<file path="config.mk">
export PLATFORM = sky130hd
export DESIGN_NAME = deque_with_cursor
export DESIGN_NICKNAME = d
export VERILOG_FILES = /design/src/hw/rtl/dqc_pkg.sv /design/src/hw/rtl/dqc_ctrl.sv /design/src/hw/rtl/dqc_dpath.sv /design/src/hw/rtl/deque_with_cursor.sv
export SDC_FILE = /design/constraint.sdc
export NUM_CORES = 1
export LEC_CHECK = 0
export ABC_AREA = 1
export BUFFER_PORTS_ARGS = -buffer_cell sky130_fd_sc_hd__buf_2
export CAP_MARGIN = 15
export CELL_PAD_IN_SITES_DETAIL_PLACEMENT = 1
export CELL_PAD_IN_SITES_GLOBAL_PLACEMENT = 1
export CORE_MARGIN = 2
export CORE_UTILIZATION = 54
export CTS_CLUSTER_DIAMETER = 100
export DETAILED_ROUTE_END_ITERATION = 16
export GPL_TIMING_DRIVEN = 1
export HOLD_SLACK_MARGIN = 0.08
export PLACE_DENSITY_LB_ADDON = 0.12
export SETUP_SLACK_MARGIN = 0.2
export SLEW_MARGIN = 0
export SYNTH_ARGS = -nofsm -noshare
export SYNTH_HDL_FRONTEND = slang
export SYNTH_SLANG_ARGS = --single-unit
</file>
<file path="constraint.sdc">
create_clock -name clk -period 9.79 [get_ports clk]
set_input_delay 0 -clock clk [delete_from_list [all_inputs] [get_ports clk]]
set_output_delay 0 -clock clk [all_outputs]
set_load 0.02 [all_outputs]
</file>
<file path="src/hw/rtl/dqc_pkg.sv">
// Shared constants, request and status codes, and the controller-to-datapath
// command type for the double-ended queue with cursor. Depends on nothing.
`default_nettype none

package dqc_pkg;

	// Ring store depth; legal range 2 to 4096.
	localparam int DEPTH  = 16;
	localparam int IDX_W  = (DEPTH > 1) ? $clog2(DEPTH) : 1;
	localparam int CNT_W  = $clog2(DEPTH + 1);
	localparam int DATA_W = 32;
	localparam int KIND_W = 4;
	localparam int STAT_W = 2;

	// Request kinds.
	localparam logic [KIND_W-1:0] KIND_PUSH_L = 4'd0;
	localparam logic [KIND_W-1:0] KIND_PUSH_R = 4'd1;
	localparam logic [KIND_W-1:0] KIND_POP_L  = 4'd2;
	localparam logic [KIND_W-1:0] KIND_POP_R  = 4'd3;
	localparam logic [KIND_W-1:0] KIND_CUR_L  = 4'd4;
	localparam logic [KIND_W-1:0] KIND_CUR_R  = 4'd5;
	localparam logic [KIND_W-1:0] KIND_GET    = 4'd6;
	localparam logic [KIND_W-1:0] KIND_SET    = 4'd7;
	localparam logic [KIND_W-1:0] KIND_PEEK_L = 4'd8;
	localparam logic [KIND_W-1:0] KIND_PEEK_R = 4'd9;

	// Result status codes.
	localparam logic [STAT_W-1:0] STAT_OK    = 2'd0;
	localparam logic [STAT_W-1:0] STAT_EMPTY = 2'd1;
	localparam logic [STAT_W-1:0] STAT_FULL  = 2'd2;
	localparam logic [STAT_W-1:0] STAT_END   = 2'd3;

	// Commands from the controller to the datapath.
	typedef struct packed {
		logic accept;  // latch the request and read its slot
		logic commit;  // update pointers and store, load the output register
	} dqc_cmd_t;

endpackage

`default_nettype wire

</file>
<file path="src/hw/rtl/dqc_ctrl.sv">
// Handshake controller for the deque: two-state sequencer and output valid.
// Depends on dqc_pkg.
`default_nettype none

module dqc_ctrl import dqc_pkg::*; (
	input  wire logic     clk,
	input  wire logic     arst_n,
	input  wire logic     in_valid,
	output logic          in_stall,
	output logic          out_valid,
	input  wire logic     out_stall,
	output dqc_cmd_t      cmd
);

	localparam logic ST_IDLE = 1'b0;
	localparam logic ST_EXEC = 1'b1;

	logic state_q;
	logic state_d;
	logic out_valid_q;
	logic out_free;

	assign out_free   = !out_valid_q || !out_stall;
	assign in_stall   = (state_q != ST_IDLE);
	assign out_valid  = out_valid_q;
	assign cmd.accept = (state_q == ST_IDLE) && in_valid;
	assign cmd.commit = (state_q == ST_EXEC) && out_free;

	always_comb begin
		state_d = state_q;
		unique case (state_q)
			ST_IDLE: if (in_valid) state_d = ST_EXEC;
			ST_EXEC: if (out_free) state_d = ST_IDLE;
			default: state_d = ST_IDLE;
		endcase
	end

	always_ff @(posedge clk or negedge arst_n) begin
		if (!arst_n) begin
			state_q     <= ST_IDLE;
			out_valid_q <= 1'b0;
		end else begin
			state_q <= state_d;
			if (cmd.commit) begin
				out_valid_q <= 1'b1;
			end else if (!out_stall) begin
				out_valid_q <= 1'b0;
			end
		end
	end

endmodule

`default_nettype wire

</file>
<file path="src/hw/rtl/dqc_dpath.sv">
// Datapath of the deque: ring store, end and cursor pointers, request
// evaluation and the output register. Depends on dqc_pkg.
`default_nettype none

module dqc_dpath import dqc_pkg::*; (
	input  wire logic                     clk,
	input  wire logic                     arst_n,
	input  wire dqc_cmd_t                 cmd,
	input  wire logic [KIND_W-1:0]        kind,
	input  wire logic signed [DATA_W-1:0] value,
	output logic signed [DATA_W-1:0]      data,
	output logic [STAT_W-1:0]             status,
	output logic [CNT_W-1:0]              count,
	output logic                          is_empty
);

	function automatic logic [IDX_W-1:0] wrap_inc(input logic [IDX_W-1:0] i);
		return (i == IDX_W'(DEPTH - 1)) ? '0 : i + 1'b1;
	endfunction

	function automatic logic [IDX_W-1:0] wrap_dec(input logic [IDX_W-1:0] i);
		return (i == '0) ? IDX_W'(DEPTH - 1) : i - 1'b1;
	endfunction

	function automatic logic [IDX_W-1:0] wrap_add(input logic [IDX_W-1:0] i,
	                                             input logic [CNT_W-1:0] n);
		logic [CNT_W:0] s;
		s = (CNT_W+1)'(i) + (CNT_W+1)'(n);
		if (s >= (CNT_W+1)'(DEPTH)) s = s - (CNT_W+1)'(DEPTH);
		return s[IDX_W-1:0];
	endfunction

	logic signed [DATA_W-1:0] slots_q [DEPTH];
	logic signed [DATA_W-1:0] rd_data_q;
	logic [IDX_W-1:0]         left_q;
	logic [IDX_W-1:0]         cursor_q;
	logic [CNT_W-1:0]         fill_q;
	logic [KIND_W-1:0]        kind_s1;
	logic signed [DATA_W-1:0] value_s1;

	logic [IDX_W-1:0]         right_c;
	logic [IDX_W-1:0]         rd_addr;
	logic                     empty_c;

	logic [IDX_W-1:0]         left_d;
	logic [IDX_W-1:0]         cursor_d;
	logic [CNT_W-1:0]         fill_d;
	logic signed [DATA_W-1:0] data_d;
	logic [STAT_W-1:0]        status_d;
	logic                     we_c;
	logic [IDX_W-1:0]         waddr_c;

	logic signed [DATA_W-1:0] data_q;
	logic [STAT_W-1:0]        status_q;
	logic [CNT_W-1:0]         count_q;
	logic                     is_empty_q;

	assign right_c = wrap_add(left_q, fill_q - 1'b1);
	assign empty_c = (fill_q == '0);

	// Read address chosen from the incoming request.
	always_comb begin
		case (kind) inside
			KIND_POP_L, KIND_PEEK_L: rd_addr = left_q;
			KIND_POP_R, KIND_PEEK_R: rd_addr = right_c;
			default:                 rd_addr = cursor_q;
		endcase
	end

	always_ff @(posedge clk) begin
		if (cmd.accept) begin
			rd_data_q <= slots_q[rd_addr];
			kind_s1   <= kind;
			value_s1  <= value;
		end
		if (we_c) begin
			slots_q[waddr_c] <= value_s1;
		end
	end

	always_comb begin
		left_d   = left_q;
		cursor_d = cursor_q;
		fill_d   = fill_q;
		data_d   = '0;
		status_d = STAT_OK;
		we_c     = 1'b0;
		waddr_c  = wrap_add(left_q, fill_q);
		unique case (kind_s1) inside
			KIND_PUSH_L, KIND_PUSH_R: begin
				if (fill_q == CNT_W'(DEPTH)) begin
					status_d = STAT_FULL;
				end else begin
					if (kind_s1 == KIND_PUSH_L) begin
						left_d  = wrap_dec(left_q);
						waddr_c = left_d;
					end
					we_c   = cmd.commit;
					fill_d = fill_q + 1'b1;
					if (empty_c) cursor_d = waddr_c;
				end
			end
			KIND_POP_L, KIND_POP_R, KIND_CUR_L, KIND_CUR_R, KIND_GET, KIND_SET,
			KIND_PEEK_L, KIND_PEEK_R: begin
				if (empty_c) begin
					status_d = STAT_EMPTY;
				end else begin
					unique case (kind_s1)
						KIND_POP_L: begin
							data_d = rd_data_q;
							if (cursor_q == left_q) cursor_d = wrap_inc(left_q);
							left_d = wrap_inc(left_q);
							fill_d = fill_q - 1'b1;
							if (fill_d == '0) cursor_d = '0;
						end
						KIND_POP_R: begin
							data_d = rd_data_q;
							if (cursor_q == right_c) cursor_d = wrap_dec(right_c);
							fill_d = fill_q - 1'b1;
							if (fill_d == '0) cursor_d = '0;
						end
						KIND_CUR_L: begin
							if (cursor_q == left_q) status_d = STAT_END;
							else cursor_d = wrap_dec(cursor_q);
						end
						KIND_CUR_R: begin
							if (cursor_q == right_c) status_d = STAT_END;
							else cursor_d = wrap_inc(cursor_q);
						end
						KIND_SET: begin
							we_c    = cmd.commit;
							waddr_c = cursor_q;
						end
						default: data_d = rd_data_q;
					endcase
				end
			end
			default: ;
		endcase
	end

	always_ff @(posedge clk or negedge arst_n) begin
		if (!arst_n) begin
			left_q   <= '0;
			cursor_q <= '0;
			fill_q   <= '0;
		end else if (cmd.commit) begin
			left_q   <= left_d;
			cursor_q <= cursor_d;
			fill_q   <= fill_d;
		end
	end

	always_ff @(posedge clk) begin
		if (cmd.commit) begin
			data_q     <= data_d;
			status_q   <= status_d;
			count_q    <= fill_d;
			is_empty_q <= (fill_d == '0);
		end
	end

	assign data     = data_q;
	assign status   = status_q;
	assign count    = count_q;
	assign is_empty = is_empty_q;

endmodule

`default_nettype wire

</file>
<file path="src/hw/rtl/deque_with_cursor.sv">
// Top level of the bounded double-ended queue with cursor.
// Depends on dqc_pkg, dqc_ctrl and dqc_dpath.
//
// Each input item is one request (push or pop at either end, move the cursor,
// read or overwrite the cursor element, peek at an end) and yields exactly one
// result item carrying data, status, the element count after the request and
// an empty flag. An item is handled in an accept step and a commit step. In
// the accept cycle the slot it needs is read from the ring store, whose read
// port is registered; in the commit the pointers, the cursor and the store
// are updated and the result is loaded into the output register. No new
// item is taken until the previous one has committed, but one is taken while
// the previous result still waits in the output register; the commit waits
// only when that register is still held by a stalled result. Requests that
// fail (empty queue, full queue, cursor at an end) report a status and
// change nothing; unused kinds return status ok and change nothing.
`default_nettype none

module deque_with_cursor import dqc_pkg::*; (
	input  wire logic                     clk,
	input  wire logic                     arst_n,
	input  wire logic                     in_valid,
	output logic                          in_stall,
	input  wire logic [KIND_W-1:0]        kind,
	input  wire logic signed [DATA_W-1:0] value,
	output logic                          out_valid,
	input  wire logic                     out_stall,
	output logic signed [DATA_W-1:0]      data,
	output logic [STAT_W-1:0]             status,
	output logic [CNT_W-1:0]              count,
	output logic                          is_empty
);

	dqc_cmd_t cmd;

	// The controller sequences accept and commit and owns the output valid.
	dqc_ctrl u_ctrl (
		.clk       (clk),
		.arst_n    (arst_n),
		.in_valid  (in_valid),
		.in_stall  (in_stall),
		.out_valid (out_valid),
		.out_stall (out_stall),
		.cmd       (cmd)
	);

	// The datapath holds the store, the pointers and the result register.
	dqc_dpath u_dpath (
		.clk      (clk),
		.arst_n   (arst_n),
		.cmd      (cmd),
		.kind     (kind),
		.value    (value),
		.data     (data),
		.status   (status),
		.count    (count),
		.is_empty (is_empty)
	);

endmodule

`default_nettype wire

</file>
==> results.toml <==
[pwr]
leakage_nw = 13.37
total_power_mw = 9.114
vdd_drop_max_mv = 0.1783
power_density_nw_per_um2 = 285.2

[synth]
synth_area_leaders = "edfxtp_1 66%, nand3_1 7.5%, inv_1 7.0%"
yosysWarnings = 0
synth_top_area_cell = "edfxtp_1"
synth_top_area_frac = 0.6552
syn_nets = 2745
synthArstFlopShare = 0.02362
synth-edff-count = 620
syn_avg_cell_area_sq_um = 10.57
syn_inst = 2687
netlist_area_sq_um = 28410
synth_top_flop_cell = "edfxtp_1"
ys_top_cells_by_count = "620 x edfxtp_1, 532 x inv_1, 475 x nand2_1"
synth_most_common_cell = "edfxtp_1"
yosysUniqueCellTypes = 37
ys_ff_latch = 635
ys_seq_area_frac = 0.6684

[route]
highest_layer = "met4"
met2WireLength_um = 40740
wl_met1_um = 33130
wl_per_cell_um = 23.43
via_per_inst = 5.798
drt_iter0_markers = 1583
drt_pass1_iterations = 7
route.detailed.drc = 0
final_antenna_net_count = 0
wirelength_um = 81970
num_vias = 20290
dr_wl_met3_um = 5290

[global_routing]
first_global_vias = 21640
grt_usage = 0.3084
antenna_found_initial = 0
grt_max_degree = 164
grt_overflow_total = 0
grt_pass1_wl_um = 125000

[critical_path]
required_ps = 10270
worstPathArrival_ps = 5280
path_cells = "inv_1, ha_1, fa_1, nand2_1, nand3_4, inv_4, buf_4, nand3_1, nand3_1, nand3_1, nand2_1"
worst_path_most_repeated_cell = "nand3_1"
slowest_delay_ps = 870
cp_max_fo = 77
critPathCaptureType = "register"
worstSetupStartpointType = "register"
slowest_stage = "buf_4"
setup.worst_path.class = "reg -> reg"
cp.buffers_inverters = 3
crit_family = "buffers and inverters"

[cts]
insertion_delay_ps = 620
cts_max_level = 3
ctsLongestPathBuffers = 3
cts_root_buf = "clkbuf_16"
numCtsBuffers = 69
cts.repair.resized = 0
cts_tree = "built"
cts_sinks = 635
clk_pin_slew_ps = 60

[die]
ioPinCount = 82
die_area_sq_um = 54470
dieWidth_um = 233.4
num_rows = 84
start_util = 0.5429
design.core.area_sq_um = 52340
chipHeight_um = 233.4

[cells_and_area]
antenna_cells = 0
drive_above_1_share = 0.08787
area_growth_pct = 12.47
fin_nets = 2822

[sta]
tightest_slew_ps = 1119
fin_skew_ps = 26.86
maxSlewViolCount = 0
timing.final.crit_period_ps = 4797
fin_crit_sh = 0.4900
setup_tns_ps = 0
fmax_mhz = 208.5
relSlewSlack = 0.2538
finalSetupViolations = 0
rsz0062_at_grt = "no"
fin_hold_ws_ps = 98.04
final-hold-violation-count = 0

[worst_hold_path]
hold_class = "in -> reg"

[job]
maxCapViolCount = 0

[placed_design]
place_congestion = 0.9058
hpwl_um = 43640
port_buffers = 81

[status]
status = "finished clean"
[flip-flops by register name, indices dropped and copies added (netlist names), 2 cells and up]
name and count:
u_dpath.count 5, u_dpath.cursor_q 4, u_dpath.data 32, u_dpath.fill_q 5
u_dpath.kind_s1 4, u_dpath.left_q 4, u_dpath.rd_data_q 32, u_dpath.slots_q 512
u_dpath.status 2, u_dpath.value_s1 32
[cell families (layout without fill, tap and decap cells)]
kind of cell,after synthesis,after routing,share of synthesized area
buf+inv,695,819,0.09775
xor+xnor,16,16,0.004932
fa+ha+maj,18,18,0.008454
mux,1,1,0.0003523
flops,635,635,0.6684
simple gates,1205,1205,0.1989
compound gates,117,117,0.02118
[worst reg2reg max path, cell delays in order, from the launching register on]
cell and delay (ps):
dfrtp_1 490, inv_1 170, ha_1 370, fa_1 530, nand2_1 150, nand3_4 580
inv_4 850, buf_4 870, nand3_1 310, nand3_1 140, nand3_1 100, nand2_1 110
[routing by layer]
metal  up-vias  track usage
li1       9212            -
met1     10180       0.3945
met2       701       0.5235
met3       197      0.04822
met4         0       0.1317
met5         -            0
[through the flow]
stage / area, sq um / util / instances / setup WS (ps)
after CTS: 31960 / 0.6106 / 3499 / 5016
after global routing: 31960 / 0.6106 / 3499 / 4662
after detailed placement: 29380 / 0.5612 / 3334 / 5077
after floorplan: 28410 / - / 2687 / 5941
final: 31960 / 0.6106 / 3499 / 4993
after global placement: 29380 / 0.5612 / 3334 / 5168
[worst paths after layout]
kind                       slack [ps]                         endpoint                          start  depth (start not counted)
min reg2reg                       520     u_ctrl.out_valid$_DFFE_PN0P_   u_ctrl.out_valid$_DFFE_PN0P_                          2
min                               100   u_dpath.value_s1[31]$_DFFE_PP_                      value[31]                          2
max reg2reg                      4990  u_dpath.rd_data_q[14]$_DFFE_PP_  u_dpath.fill_q[0]$_DFFE_PN0P_                         11
min in group asynchronous         610     u_ctrl.out_valid$_DFFE_PN0P_                         arst_n                          3
max                              4990  u_dpath.rd_data_q[14]$_DFFE_PP_  u_dpath.fill_q[0]$_DFFE_PN0P_                         11
max in group asynchronous        8600    u_dpath.left_q[0]$_DFFE_PN0P_                         arst_n                          3
[report_power, final]
part	internal (mW)	total [mW]	switching (mW)	leakage (nW)
clock	1.45	2.51	1.06	1.04
combinational	0.834	2.99	2.16	6.51
sequential	3.40	3.61	0.216	5.82
total	5.68	9.11	3.43	13.4
[cell type report]
type                       count  area [sq um]
fill                        5527         20380
timing repair buffer         161          1136
inverter                     540          2029
sequential                   635         18990
tap                          688         860.8
clock inverter                31         275.3
multi-input combinational   1357          6827
clock buffer                  87          1836
[cell usage in the layout (no fill, tap or decap), types with 3 or more instances in the layout]
cell	netlist	layout
bufinv_16	0	5
nand3b_1	3	3
buf_4	10	32
xor2_1	14	14
inv_1	532	529
nand3_4	1	3
ha_1	16	16
buf_2	81	81
dfrtp_1	15	15
clkbuf_1	44	15
clkinv_1	0	14
o21ai_0	38	38
nor2_2	3	3
nand4_1	197	197
o21ai_1	57	57
inv_2	8	9
nor3_1	6	6
dlygate4sd3_1	0	47
clkinv_2	0	12
a21oi_1	15	15
nand2_1	475	474
clkbuf_16	0	70
edfxtp_1	620	620
nand3_1	426	425
nor2_1	82	65
nor2_4	2	19
[repair_timing]
| item | CTS | global route |
|---|---|---|
| hold buffers | 47 | 0 |
| buffers inserted | 0 | 0 |
| endpoints found under the hold margin | 72 | 0 |
| setup endpoints to repair | 0 | 0 |
No activity file was read; power rests on OpenSTA's default activity.
